File: src/rtl/scaled_hypotenuse_core_assert.svh
// ----------------------------------------------------------------------------
// scaled hypotenuse core assertion macros
// property wrappers that vanish when SYNTHESIS is defined
// ----------------------------------------------------------------------------
`ifndef SCALED_HYPOTENUSE_CORE_ASSERT_SVH
`define SCALED_HYPOTENUSE_CORE_ASSERT_SVH

`ifndef SYNTHESIS

// implication in the same cycle
`define SHC_ASSERT_IMPL(lbl, clk, rst, ante, cons) \
   lbl: assert property (@(posedge clk) disable iff (rst) (ante) |-> (cons)) \
      else $error("assertion failed");

// implication into the next cycle
`define SHC_ASSERT_NEXT(lbl, clk, rst, ante, cons) \
   lbl: assert property (@(posedge clk) disable iff (rst) (ante) |=> (cons)) \
      else $error("assertion failed");

`else

`define SHC_ASSERT_IMPL(lbl, clk, rst, ante, cons)
`define SHC_ASSERT_NEXT(lbl, clk, rst, ante, cons)

`endif

`endif

File: src/rtl/hyp_pkg.sv
// ----------------------------------------------------------------------------
// hyp_pkg
// shared constants and control types of the scaled hypotenuse core
// ----------------------------------------------------------------------------
package hyp_pkg;

   // fraction bits of the ratio w and of the root r
   localparam int RATIO_BITS   = 30;
   // width of the tiny threshold register
   localparam int THRESH_WIDTH = 16;
   // width of the square-root operand and partial root
   localparam int SQRT_WIDTH   = 2 * RATIO_BITS + 2;

   // control word that walks alongside the data in every cell
   typedef struct packed {
      logic valid;
      logic zero;   // result forced to zero (tiny sum or both zero)
      logic equal;  // magnitudes equal, ratio is exactly one
   } hyp_ctl_type;

endpackage

File: src/rtl/hyp_sqrt_cell.sv
// ----------------------------------------------------------------------------
// hyp_sqrt_cell
// one digit step of the bitwise integer square root, registered
// ----------------------------------------------------------------------------
module hyp_sqrt_cell
   import hyp_pkg::*;
#(
   parameter int DATA_WIDTH = 32,
   parameter int BIT_POS    = 0
) (
   input  logic                    clock,
   input  logic                    reset,
   input  logic                    enable,
   input  hyp_ctl_type             in_ctl,
   input  logic [SQRT_WIDTH-1:0]   in_rad,
   input  logic [SQRT_WIDTH-1:0]   in_root,
   input  logic [DATA_WIDTH-1:0]   in_big,
   output hyp_ctl_type             out_ctl,
   output logic [SQRT_WIDTH-1:0]   out_rad,
   output logic [SQRT_WIDTH-1:0]   out_root,
   output logic [DATA_WIDTH-1:0]   out_big
);

   localparam logic [SQRT_WIDTH:0] BitVal = (SQRT_WIDTH+1)'(1) << (2 * BIT_POS);

   hyp_ctl_type             ctl_ff;
   logic [SQRT_WIDTH-1:0]   rad_ff, rad_in;
   logic [SQRT_WIDTH-1:0]   root_ff, root_in;
   logic [DATA_WIDTH-1:0]   big_ff;
   logic [SQRT_WIDTH:0]     trial;
   logic [SQRT_WIDTH:0]     left;

   // compare remainder with root plus bit
   always_comb begin
      trial = {1'b0, in_root} + BitVal;
      left  = {1'b0, in_rad} - trial;
      if ({1'b0, in_rad} >= trial) begin
         rad_in  = left[SQRT_WIDTH-1:0];
         root_in = (in_root >> 1) + BitVal[SQRT_WIDTH-1:0];
      end else begin
         rad_in  = in_rad;
         root_in = in_root >> 1;
      end
   end

   // control
   always_ff @(posedge clock) begin
      if (reset) begin
         ctl_ff <= '0;
      end else if (enable) begin
         ctl_ff <= in_ctl;
      end
   end

   // payload
   always_ff @(posedge clock) begin
      if (enable) begin
         rad_ff  <= rad_in;
         root_ff <= root_in;
         big_ff  <= in_big;
      end
   end

   assign out_ctl  = ctl_ff;
   assign out_rad  = rad_ff;
   assign out_root = root_ff;
   assign out_big  = big_ff;

endmodule

File: config.mk
export PLATFORM = sky130hd
export DESIGN_NAME = hyp_sqrt_cell
export DESIGN_NICKNAME = d
export VERILOG_FILES = /design/src/rtl/scaled_hypotenuse_core_assert.svh /design/src/rtl/hyp_pkg.sv /design/src/rtl/hyp_sqrt_cell.sv
export SDC_FILE = /design/constraint.sdc
export NUM_CORES = 1
export LEC_CHECK = 0
export ABC_CLOCK_PERIOD_IN_PS = 5970
export BUFFER_PORTS_ARGS = -buffer_cell sky130_fd_sc_hd__buf_4
export CELL_PAD_IN_SITES_DETAIL_PLACEMENT = 1
export CELL_PAD_IN_SITES_GLOBAL_PLACEMENT = 1
export CORE_MARGIN = 2
export CORE_UTILIZATION = 40
export DETAILED_ROUTE_END_ITERATION = 12
export HOLD_SLACK_MARGIN = 0.12
export MAX_ROUTING_LAYER = met4
export PLACE_DENSITY_LB_ADDON = 0.1
export SYNTH_ARGS = -nofsm -noshare
export SYNTH_HDL_FRONTEND = slang
export SYNTH_SLANG_ARGS = --single-unit
File: constraint.sdc
create_clock -name clock -period 5.97 [get_ports clock]
set_input_delay 0.597 -clock clock [delete_from_list [all_inputs] [get_ports clock]]
set_output_delay 0.597 -clock clock [all_outputs]
set_load 0.02 [all_outputs]
# Word level (Yosys, flattened, before mapping)
# Cells that the tools add are included.
# word_totals
inputBits	162
ff_bits	159
wordCells	13
output_inout_bits	159
# classes
n_lt_le_gt_ge	1
n_mux	2
n_addsub	3
# op_table
operator	n
$add A62 B1 Y63 const B	1
$ge A62 B63 Y1	1
$add A61 B1 Y62 const B	1
$mux W62	1
$sub A62 B62 Y62	1
$mux W61	1

# Depth between registers and ports, before layout
# Gate-level depths: netlist of run 1.
# logic_depth
ltp_word	3
depth_mapped	24

# Worst setup path before layout of run 1
# OpenSTA, ideal clock, no wires.
# synth_path
kind	input to register
from	input in_root[6]
to	register root_ff[55] (netlist: out_root[55]), data pin
stages	22
slack_ns	0.719
setup_ns	0.258
t_arrival_ns	4.994
cell_sequence	clkbuf_1 -> nand2_1 -> nor3_1 -> and4_1 -> clkbuf_1 -> nand3_1 -> nor3_2 -> nand2_1 -> xor2_1 -> ha_1 -> buf_2 -> and3_1 -> nand3_1 -> nor3_1 -> o311ai_1 -> or4_4 -> a21oi_4 -> nor2_4 -> buf_6 -> or2_4 -> or3_4 -> xnor2_2
# synth_via
elab_chain_cells	3
word_cells_on_any_way	4
# synth_lines
item	line	text
from (decl)	hyp_sqrt_cell.sv:16	input logic [SQRT_WIDTH-1:0] in_root,
$add A62 B1 Y63	hyp_sqrt_cell.sv:35	trial = {1'b0, in_root} + BitVal;
$ge A62 B63 Y1	hyp_sqrt_cell.sv:37	if ({1'b0, in_rad} >= trial) begin
$mux W61 (*)	hyp_sqrt_cell.sv:37	
named net root_in[55]	hyp_sqrt_cell.sv:28	logic [SQRT_WIDTH-1:0] root_ff, root_in;
to (signal assigned)	hyp_sqrt_cell.sv:59	root_ff <= root_in;
to (decl)	hyp_sqrt_cell.sv:28	
# Mark *: on every way through the listed nets, which the timed path passes. The rest lies on a longest branch.
# A chain may end at the register's enable or synchronous reset.

# Final worst setup path of run 1
# layout_path
from	input in_root[1]
to	register root_ff[60] (netlist: out_root[60]), data pin
# The elaborated chain is that of the path after synthesis.

==> flow_summary.html, run 1 <==
<table>
<tr><th>Metric</th><th>Value</th></tr>
<tr><th colspan="2">Global routing</th></tr>
<tr><td>First-pass GRT wire length</td><td>65,100 um</td></tr>
<tr><td>GRT Residual Overflow</td><td>0</td></tr>
<tr><td>Maximum number of pins on one net before global-route repair</td><td>78</td></tr>
<tr><td>Via count of the first global-routing pass</td><td>around 11,000</td></tr>
<tr><td>Antenna violations before repair</td><td>0</td></tr>
<tr><td>Global-route usage over all layers</td><td>0.286</td></tr>
<tr><th colspan="2">Worst setup path</th></tr>
<tr><td>Slowest stage cell, crit path</td><td>sky130_fd_sc_hd__nor4_1</td></tr>
<tr><td>Largest stage delay on the critical path</td><td>0.62 ns</td></tr>
<tr><td>Data required time at the worst endpoint</td><td>6.17 ns</td></tr>
<tr><td>Launch point of the critical path</td><td>in_root[1]</td></tr>
<tr><td>Top cell by count, worst path</td><td>sky130_fd_sc_hd__buf_4</td></tr>
<tr><td>Crit path capture type</td><td>flop</td></tr>
<tr><td>Critical path buffer and inverter count</td><td>5</td></tr>
<tr><td>Classification of the worst setup path</td><td>in -&gt; reg</td></tr>
<tr><td>Family with the most delay on the worst path</td><td>simple AND/OR/NAND/NOR gates</td></tr>
<tr><td>Setup slack, reg-to-reg</td><td>5.38 ns</td></tr>
<tr><td>Sort of element at the start of the critical path</td><td>input pin</td></tr>
<tr><td>Worst r2r src</td><td>out_ctl[1]</td></tr>
<tr><td>Crit path max fanout</td><td>10</td></tr>
<tr><td>Signal arrival time at the worst endpoint</td><td>between 5 and 6 ns</td></tr>
<tr><th colspan="2">Final layout</th></tr>
<tr><td>Area growth from synthesis to final layout</td><td>29.8%</td></tr>
<tr><td>Layout net count</td><td>1,791</td></tr>
<tr><td>Multi-input gate area in the final layout</td><td>between 0.006 and 0.007 mm^2</td></tr>
<tr><td>Share of cells above drive strength 1</td><td>0.261</td></tr>
<tr><td>Final Util</td><td>0.526</td></tr>
<tr><td>Area occupied by registers</td><td>0.00474 mm^2</td></tr>
<tr><td>Final antenna diode count</td><td>0</td></tr>
<tr><td># fillers</td><td>between 3,000 and 4,000</td></tr>
<tr><th colspan="2">STA</th></tr>
<tr><td>Period minus WS final</td><td>around 5.6 ns</td></tr>
<tr><td>Setup TNS Final</td><td>0 ns</td></tr>
<tr><td>Setup repair after global routing missed its margin</td><td>no</td></tr>
<tr><td>Maximum frequency from static timing analysis</td><td>179 MHz</td></tr>
<tr><td>Max-slew headroom at the worst pin</td><td>0.401</td></tr>
<tr><td>Final critical-path share of the clock period</td><td>0.936</td></tr>
<tr><td>Final hold viol count</td><td>0</td></tr>
<tr><td>Transition time at the pin with the least slew margin</td><td>0.899 ns</td></tr>
<tr><td>Number of pins with negative max-slew slack in the final report</td><td>0</td></tr>
<tr><td>Worst-case clock skew</td><td>0 ns</td></tr>
<tr><td>Final setup violation count</td><td>0</td></tr>
<tr><th colspan="2">Logic synthesis</th></tr>
<tr><td>Area share of the largest cell type after synthesis</td><td>0.403</td></tr>
<tr><td>Synth top area cells</td><td>sky130_fd_sc_hd__edfxtp_1, sky130_fd_sc_hd__xnor2_1, sky130_fd_sc_hd__ha_1, sky130_fd_sc_hd__xor2_1, sky130_fd_sc_hd__nand2_1</td></tr>
<tr><td>Post-Syn Instances</td><td>1,256</td></tr>
<tr><td>Top cells by count, synth</td><td>sky130_fd_sc_hd__nand2_1, sky130_fd_sc_hd__edfxtp_1, sky130_fd_sc_hd__o21ai_0</td></tr>
<tr><td>Syn. warnings</td><td>0</td></tr>
<tr><td>Yosys top cell by area</td><td>sky130_fd_sc_hd__edfxtp_1</td></tr>
<tr><td>Most repeated cell in the gate-level netlist after synthesis</td><td>sky130_fd_sc_hd__nand2_1</td></tr>
<tr><td>Synthesized netlist net count</td><td>around 1,500</td></tr>
<tr><td>Sequential area share after synthesis</td><td>0.408</td></tr>
<tr><td>Total of flip-flops plus latches after synthesis</td><td>between 150 and 200</td></tr>
<tr><td>Main synth FF type</td><td>sky130_fd_sc_hd__edfxtp_1</td></tr>
<tr><td>Synthesized area</td><td>approximately 0.012 mm^2</td></tr>
<tr><td>Number of library cell types mapped by synthesis</td><td>77</td></tr>
<tr><td>Number of enable-type register cells in the synthesized netlist</td><td>156</td></tr>
<tr><td>Synth async-reset ratio</td><td>0</td></tr>
<tr><td>Mapped Avg Cell Area</td><td>9.27 um^2</td></tr>
<tr><th colspan="2">Die</th></tr>
<tr><td>Starting density of the core</td><td>0.405</td></tr>
<tr><td>Core Rows</td><td>62</td></tr>
<tr><td>Number of ports placed on the die boundary</td><td>~320</td></tr>
<tr><td>Placeable Area</td><td>0.0287 mm^2</td></tr>
<tr><td>Die area</td><td>0.0305 mm^2</td></tr>
<tr><td>Die Span X</td><td>between 150 and 200 um</td></tr>
<tr><td>Die Y-Extent</td><td>175 um</td></tr>
<tr><th colspan="2">Placement</th></tr>
<tr><td>Last weighted congestion value of the routability-driven placer</td><td>0.927</td></tr>
<tr><td>PortBufs</td><td>between 300 and 400</td></tr>
<tr><td>Detailed-placement wirelength estimate</td><td>33,800 um</td></tr>
<tr><th colspan="2">Drt</th></tr>
<tr><td>Detailed Route WL</td><td>between 40,000 and 50,000 um</td></tr>
<tr><td>First-pass iteration count of the detailed router</td><td>5</td></tr>
<tr><td>Detail-routed via count per cell</td><td>~5.6</td></tr>
<tr><td>Avg WL per Cell</td><td>21.8 um</td></tr>
<tr><td>DR vias</td><td>11,000</td></tr>
<tr><td>Initial detailed-routing violation count</td><td>around 670</td></tr>
<tr><td>Count of nets left with antenna violations after detail routing</td><td>0</td></tr>
<tr><td>DRC errors left</td><td>0</td></tr>
<tr><th colspan="2">Power</th></tr>
<tr><td>Power density over the cells</td><td>roughly 250 mW/mm^2</td></tr>
<tr><td>Largest voltage drop on the vdd net</td><td>0.188 mV</td></tr>
<tr><td>Leakage power summed over all cells</td><td>6.08 nW</td></tr>
<tr><th colspan="2">CTS</th></tr>
<tr><td>CTS Sinks</td><td>159</td></tr>
<tr><td>CTS Hold Buffers Added</td><td>0</td></tr>
<tr><td>Latest clock arrival within the worst-skew pair</td><td>about 0.44 ns</td></tr>
<tr><td>CTS resizes</td><td>0</td></tr>
<tr><td>Clock slew at reported path FFs</td><td>0.07 ns</td></tr>
<tr><td>Post-CTS Setup Repair Bufs</td><td>0</td></tr>
<tr><td>Clock Tree Buf Depth</td><td>2</td></tr>
<tr><td>TritonCTS clock tree</td><td>yes</td></tr>
<tr><td>Root buffer cell</td><td>sky130_fd_sc_hd__clkbuf_16</td></tr>
<tr><td>Number of H-tree branching levels</td><td>4</td></tr>
<tr><td>CTS Buf Count</td><td>17</td></tr>
<tr><th colspan="2">Min path</th></tr>
<tr><td>Worst Hold Launch</td><td>in_big[9]</td></tr>
<tr><td>Hold/Removal Path Class</td><td>in -&gt; reg</td></tr>
<tr><th colspan="2">Status</th></tr>
<tr><td>Result of the run</td><td>finished clean</td></tr>
<tr><th colspan="2">Job</th></tr>
<tr><td>Max-cap violations</td><td>0</td></tr>
</table>
-- cell families after synthesis --
group | Yosys count | share of synthesized area
fa+ha+maj | 65 | 0.0705
buf+inv | 84 | 0.0313
mux | 7 | 0.00645
flops | 159 | 0.408
compound gates | 292 | 0.152
simple gates | 473 | 0.199
xor+xnor | 176 | 0.133
-- final timing paths --
| path | endpoint | cells after the start |
|---|---|---|
| setup / recovery | out_root[60] | 25 |
| hold / removal | out_big[9] | 1 |
| setup reg to reg | out_ctl[1] | 2 |
| hold reg to reg | out_ctl[0] | 2 |
-- area by class of cell --
class	instances	area share
multi-input cells	1013	0.432
flip-flops and latches	159	0.314
repair buffers	354	0.178
well taps	384	0.0318
clock buffers	20	0.0289
clock inverters	12	0.0106
inverters	19	0.00472
-- cells in the final DEF (no fill, tap or decap), drive strengths merged, types with 4 or more instances in the layout --
cell type and n:
buf 354, nand2 175, edfxtp 156, o21ai 108, nor2 99, xnor2 97, xor2 79, a21oi 78
ha 64, nand3 49, nand4 46, nor3 29, a21o 28, inv 21, clkbuf 20, and3 18
nor4 12, o21a 11, a31oi 10, o21bai 10, and4 10, o31ai 7, nand2b 6, or3 6
and2 5, o211ai 5, a211oi 5, nor2b 4, mux2 4, clkinv 4
-- state kept, by name, summed over array words and instances (netlist names) --
signal and flops:
out_big 32, out_rad 62, out_ctl 3, out_root 62
-- metal layers --
layer  track usage  part of all wire  routed length, um
met5             -                 0                  0
met4        0.0767             0.018                758
met3        0.0466             0.060               2580
met2         0.441              0.46              19600
met1         0.392              0.46              19800
-- metrics by stage --
step                      instances  setup WS (ns)  instance area, um^2  hold WS [ns]  total power, W
after floorplan                1256          0.719                11600         0.579         0.00208
after global placement         1929          0.181                14500         0.478         0.00257
after global routing           1961         0.0588                15100         0.303         0.00390
final                          1961          0.380                15100         0.325         0.00374
after CTS                      1961          0.514                15100         0.302         0.00376
after detailed placement       1929         0.0374                14500         0.495         0.00258
-- worst reg2reg max path, cell delays in order, from the launching register on --
cell	delay, ns
sky130_fd_sc_hd__dfxtp_1	0.31
sky130_fd_sc_hd__mux2i_1	0.12
sky130_fd_sc_hd__nor2_1	0.05
-- where the power goes --
part	total (W)	switching, W	internal (W)
Sequential	0.00141	0.0000392	0.00137
Clock	0.00117	0.000506	0.000662
Combinational	0.00116	0.000697	0.000464
Total	0.00374	0.00124	0.00250
Power figures use the tool's default switching activity.
==> run 2: changes to the inputs <==
--- a/config.mk
+++ b/config.mk
@@ -5,7 +5,7 @@
 export SDC_FILE = /design/constraint.sdc
 export NUM_CORES = 1
 export LEC_CHECK = 0
-export ABC_CLOCK_PERIOD_IN_PS = 5970
+export ABC_CLOCK_PERIOD_IN_PS = 5950
 export BUFFER_PORTS_ARGS = -buffer_cell sky130_fd_sc_hd__buf_4
 export CELL_PAD_IN_SITES_DETAIL_PLACEMENT = 1
 export CELL_PAD_IN_SITES_GLOBAL_PLACEMENT = 1
@@ -15,6 +15,7 @@
 export HOLD_SLACK_MARGIN = 0.12
 export MAX_ROUTING_LAYER = met4
 export PLACE_DENSITY_LB_ADDON = 0.1
+export SLEW_MARGIN = 20
 export SYNTH_ARGS = -nofsm -noshare
 export SYNTH_HDL_FRONTEND = slang
 export SYNTH_SLANG_ARGS = --single-unit
==> constraint.sdc (replaced) <==
create_clock -name clock -period 5.95 [get_ports clock]
set_input_delay 0.595 -clock clock [delete_from_list [all_inputs] [get_ports clock]]
set_output_delay 0.595 -clock clock [all_outputs]
set_load 0.02 [all_outputs]
==> run 2 against run 1 <==
Global-route usage is 0.38 points higher; sequential cell count did not move; clock skew is the same; non-clock buffer count rose by 3; die area stayed put; worst hold slack improved by 0.0021 ns; register-to-register slack lost 0.06 ns; first-iteration DRC count increased by 12%; sequential share of layout area about the same; routed wire length up 1.8%; via count rose by 0.95%; worst setup slack worse by 0.011 ns; critical path type unchanged; highest routed layer unchanged.
==> flow_summary.html, run 2 (same netlist as run 1, synthesis figures left out) <==
<table>
<tr><th>Metric</th><th>Value</th></tr>
<tr><th colspan="2">STA</th></tr>
<tr><td>Number of pins with negative max-slew slack in the final report</td><td>0 (unchanged)</td></tr>
<tr><td>Final hold viol count</td><td>0 (unchanged)</td></tr>
<tr><td>Transition time at the pin with the least slew margin</td><td>0.989 ns (was 0.899 ns)</td></tr>
<tr><td>Setup repair after global routing missed its margin</td><td>no (unchanged)</td></tr>
<tr><td>Period minus WS final</td><td>5.58 ns</td></tr>
<tr><td>Final setup violation count</td><td>0 (unchanged)</td></tr>
<tr><td>Max-slew headroom at the worst pin</td><td>0.340 (was 0.401)</td></tr>
<tr><td>Worst-case clock skew</td><td>0 ns (unchanged)</td></tr>
<tr><td>Setup TNS Final</td><td>0 ns (unchanged)</td></tr>
<tr><td>Final critical-path share of the clock period</td><td>0.938</td></tr>
<tr><td>Maximum frequency from static timing analysis</td><td>~180 MHz</td></tr>
<tr><th colspan="2">Power</th></tr>
<tr><td>Total Power</td><td>0.00374 W (about the same)</td></tr>
<tr><td>Sw Ratio</td><td>0.339 (was 0.332)</td></tr>
<tr><td>Part of the power in the clock network</td><td>0.307 (was 0.312)</td></tr>
<tr><td>Portion of total power attributed to sequential cells</td><td>0.379 (was 0.377)</td></tr>
<tr><td>Cell-internal power</td><td>0.00248 W (was 0.00250 W)</td></tr>
<tr><td>Leakage power summed over all cells</td><td>6.10 nW (was 6.08 nW)</td></tr>
<tr><td>Gate power share</td><td>0.314 (was 0.310)</td></tr>
<tr><td>Largest voltage drop on the vdd net</td><td>0.161 mV (was 0.188 mV)</td></tr>
<tr><td>Switching power summed over all nets</td><td>0.00127 W (was 0.00124 W)</td></tr>
<tr><td>Power density over the cells</td><td>247 mW/mm^2 (was 248 mW/mm^2)</td></tr>
<tr><th colspan="2">Die</th></tr>
<tr><td>Die Span X</td><td>175 um (unchanged)</td></tr>
<tr><td>Core Rows</td><td>62 (unchanged)</td></tr>
<tr><td>Die area</td><td>0.0305 mm^2 (unchanged)</td></tr>
<tr><td>Placeable Area</td><td>0.0287 mm^2 (unchanged)</td></tr>
<tr><td>Starting density of the core</td><td>0.405 (unchanged)</td></tr>
<tr><td>Number of ports placed on the die boundary</td><td>321 (unchanged)</td></tr>
<tr><td>Die Y-Extent</td><td>175 um (unchanged)</td></tr>
<tr><th colspan="2">Min path</th></tr>
<tr><td>Hold/Removal Path Class</td><td>in -&gt; reg (unchanged)</td></tr>
<tr><th colspan="2">Global routing</th></tr>
<tr><td>Global-route usage over all layers</td><td>0.290 (was 0.286)</td></tr>
<tr><td>First-pass GRT wire length</td><td>65,900 um (was 65,100 um)</td></tr>
<tr><td>GRT Residual Overflow</td><td>0 (unchanged)</td></tr>
<tr><td>Via count of the first global-routing pass</td><td>11,200 (about the same)</td></tr>
<tr><td>Maximum number of pins on one net before global-route repair</td><td>100 (was 78)</td></tr>
<tr><td>Antenna violations before repair</td><td>0 (unchanged)</td></tr>
<tr><th colspan="2">CTS</th></tr>
<tr><td>Latest clock arrival within the worst-skew pair</td><td>0.43 ns (was 0.44 ns)</td></tr>
<tr><td>CTS Buf Count</td><td>17 (unchanged)</td></tr>
<tr><td>Clock Tree Buf Depth</td><td>2 (unchanged)</td></tr>
<tr><td>CTS Sinks</td><td>159 (unchanged)</td></tr>
<tr><td>CTS Hold Buffers Added</td><td>0 (unchanged)</td></tr>
<tr><td>TritonCTS clock tree</td><td>yes (unchanged)</td></tr>
<tr><td>Number of H-tree branching levels</td><td>4 (unchanged)</td></tr>
<tr><td>Clock slew at reported path FFs</td><td>0.07 ns (about the same)</td></tr>
<tr><td>Post-CTS Setup Repair Bufs</td><td>0 (unchanged)</td></tr>
<tr><td>Root buffer cell</td><td>sky130_fd_sc_hd__clkbuf_16 (unchanged)</td></tr>
<tr><td>CTS resizes</td><td>0 (unchanged)</td></tr>
<tr><th colspan="2">Worst setup path</th></tr>
<tr><td>Signal arrival time at the worst endpoint</td><td>5.78 ns (was 5.79 ns)</td></tr>
<tr><td>Top cell by count, worst path</td><td>sky130_fd_sc_hd__buf_4 (unchanged)</td></tr>
<tr><td>Sort of element at the start of the critical path</td><td>input pin (unchanged)</td></tr>
<tr><td>Cell chain of the critical path</td><td>buf_4 -&gt; ha_1 -&gt; nand3_1 -&gt; nor3_1 -&gt; buf_4 -&gt; and4_1 -&gt; nand3_1 -&gt; nor3_2 -&gt; buf_4 -&gt; nand3_1 -&gt; xnor2_1 -&gt; ha_1 -&gt; nand4_1 -&gt; nor4_1 -&gt; nand2_1 -&gt; o21ai_0 -&gt; a41oi_1 -&gt; o22ai_2 -&gt; nor2_4 -&gt; nor4_1 -&gt; buf_4 -&gt; nand2_1 -&gt; xnor2_1</td></tr>
<tr><td>Classification of the worst setup path</td><td>in -&gt; reg (unchanged)</td></tr>
<tr><td>Largest stage delay on the critical path</td><td>0.59 ns (was 0.62 ns)</td></tr>
<tr><td>Slowest stage cell, crit path</td><td>sky130_fd_sc_hd__nor4_1 (unchanged)</td></tr>
<tr><td>Critical path buffer and inverter count</td><td>4 (was 5)</td></tr>
<tr><td>Crit path capture type</td><td>flop (unchanged)</td></tr>
<tr><td>Data required time at the worst endpoint</td><td>6.15 ns (was 6.17 ns)</td></tr>
<tr><td>Crit path max fanout</td><td>9 (was 10)</td></tr>
<tr><td>Family with the most delay on the worst path</td><td>simple AND/OR/NAND/NOR gates (unchanged)</td></tr>
<tr><th colspan="2">Drt</th></tr>
<tr><td>Initial detailed-routing violation count</td><td>757 (was 674)</td></tr>
<tr><td>First-pass iteration count of the detailed router</td><td>5 (unchanged)</td></tr>
<tr><td>DRC errors left</td><td>0 (unchanged)</td></tr>
<tr><td>Detailed Route WL</td><td>43,500 um (was 42,700 um)</td></tr>
<tr><td>DR vias</td><td>11,100 (was 11,000)</td></tr>
<tr><td>Count of nets left with antenna violations after detail routing</td><td>0 (unchanged)</td></tr>
<tr><td>Detail-routed via count per cell</td><td>5.66 (was 5.61)</td></tr>
<tr><td>Avg WL per Cell</td><td>22.1 um (was 21.8 um)</td></tr>
<tr><th colspan="2">Final layout</th></tr>
<tr><td>Non-filler instance count after layout</td><td>1,964 (was 1,961)</td></tr>
<tr><td>Final antenna diode count</td><td>0 (unchanged)</td></tr>
<tr><td># fillers</td><td>3,301 (was 3,336)</td></tr>
<tr><td>Share of cells above drive strength 1</td><td>0.264 (was 0.261)</td></tr>
<tr><td>Layout net count</td><td>1,794 (was 1,791)</td></tr>
<tr><td>Area occupied by registers</td><td>0.00474 mm^2 (unchanged)</td></tr>
<tr><td>Most used cells in the layout excluding fill and tap cells</td><td>sky130_fd_sc_hd__buf_4, sky130_fd_sc_hd__nand2_1, sky130_fd_sc_hd__edfxtp_1 (unchanged)</td></tr>
<tr><td>Most common cell after layout, fill and taps aside</td><td>sky130_fd_sc_hd__buf_4 (unchanged)</td></tr>
<tr><td>Area growth from synthesis to final layout</td><td>30.0% (was 29.8%)</td></tr>
<tr><td>Multi-input gate area in the final layout</td><td>0.00654 mm^2 (was 0.00653 mm^2)</td></tr>
<tr><th colspan="2">Job</th></tr>
<tr><td>Max-cap violations</td><td>0 (unchanged)</td></tr>
<tr><th colspan="2">Placement</th></tr>
<tr><td>Number of placed cells counting well taps</td><td>1,932 (was 1,929)</td></tr>
<tr><td>PortBufs</td><td>320 (unchanged)</td></tr>
<tr><td>Last weighted congestion value of the routability-driven placer</td><td>0.959 (was 0.927)</td></tr>
<tr><td>Detailed-placement wirelength estimate</td><td>34,300 um (was 33,800 um)</td></tr>
<tr><th colspan="2">Status</th></tr>
<tr><td>Result of the run</td><td>finished clean (unchanged)</td></tr>
</table>
## run 2: cell types whose count changed in the layout (fill, tap and decap cells not counted), sizes merged
| cell | delta |
|---|---|
| bufinv | -1 |
| buf | +3 |
| clkinv | +2 |
| inv | +3 |
| clkinvlp | -2 |
| clkbuf | -2 |
## run 2: per-layer routing
| layer | global-route usage | routed length, um |
|---|---|---|
| met2 | 0.449 | 19700 |
| met3 | 0.0485 | 2970 |
| met4 | 0.0615 | 589 |
| met1 | 0.401 | 20200 |
| met5 | - | 0 |
## run 2: stage by stage
step	hold WS (ns)	utilization	instance area, um^2	setup slack (ns)
after global placement	0.478	0.506	14500	-0.136
after CTS	0.309	0.527	15100	0.261
after detailed placement	0.491	0.506	14500	-0.194
after floorplan	0.579	-	11600	0.701
after global routing	0.308	0.527	15100	0.0401
final	0.327	0.527	15100	0.369
## run 2: cell type report
class | count | share of cell area
inverters | 19 | 0.00472
clock buffers | 18 | 0.0284
clock inverters | 14 | 0.0103
multi-input cells | 1013 | 0.432
well taps | 384 | 0.0318
repair buffers | 357 | 0.179
flip-flops and latches | 159 | 0.314
## run 2: worst register-to-register path: cells and delay by family (launching register included)
kind / cells / cell delay [ns]
DFF: 1 / 0.35
and+or+nand+nor: 1 / 0.15
muxes: 1 / 0.08
## run 2: worst paths after layout
check                           startpoint      endpoint  slack [ns]  cells past startpoint
worst max-delay path            in_root[2]  out_root[53]        0.37                     23
worst min-delay path            in_big[22]   out_big[22]        0.33                      1
worst max register to register  out_ctl[2]    out_ctl[2]        5.32                      2
worst min register to register  out_ctl[0]    out_ctl[0]        0.50                      2
## run 2: power groups by stage
stage	registers [W]	logic [W]	clock network [W]
2_1_floorplan	0.00159	0.000498	0
3_3_place_gp	0.00144	0.00114	0
3_5_place_dp	0.00144	0.00116	0
4_1_cts	0.00142	0.00117	0.00117
5_1_grt	0.00143	0.00126	0.00121
6_report	0.00142	0.00117	0.00115
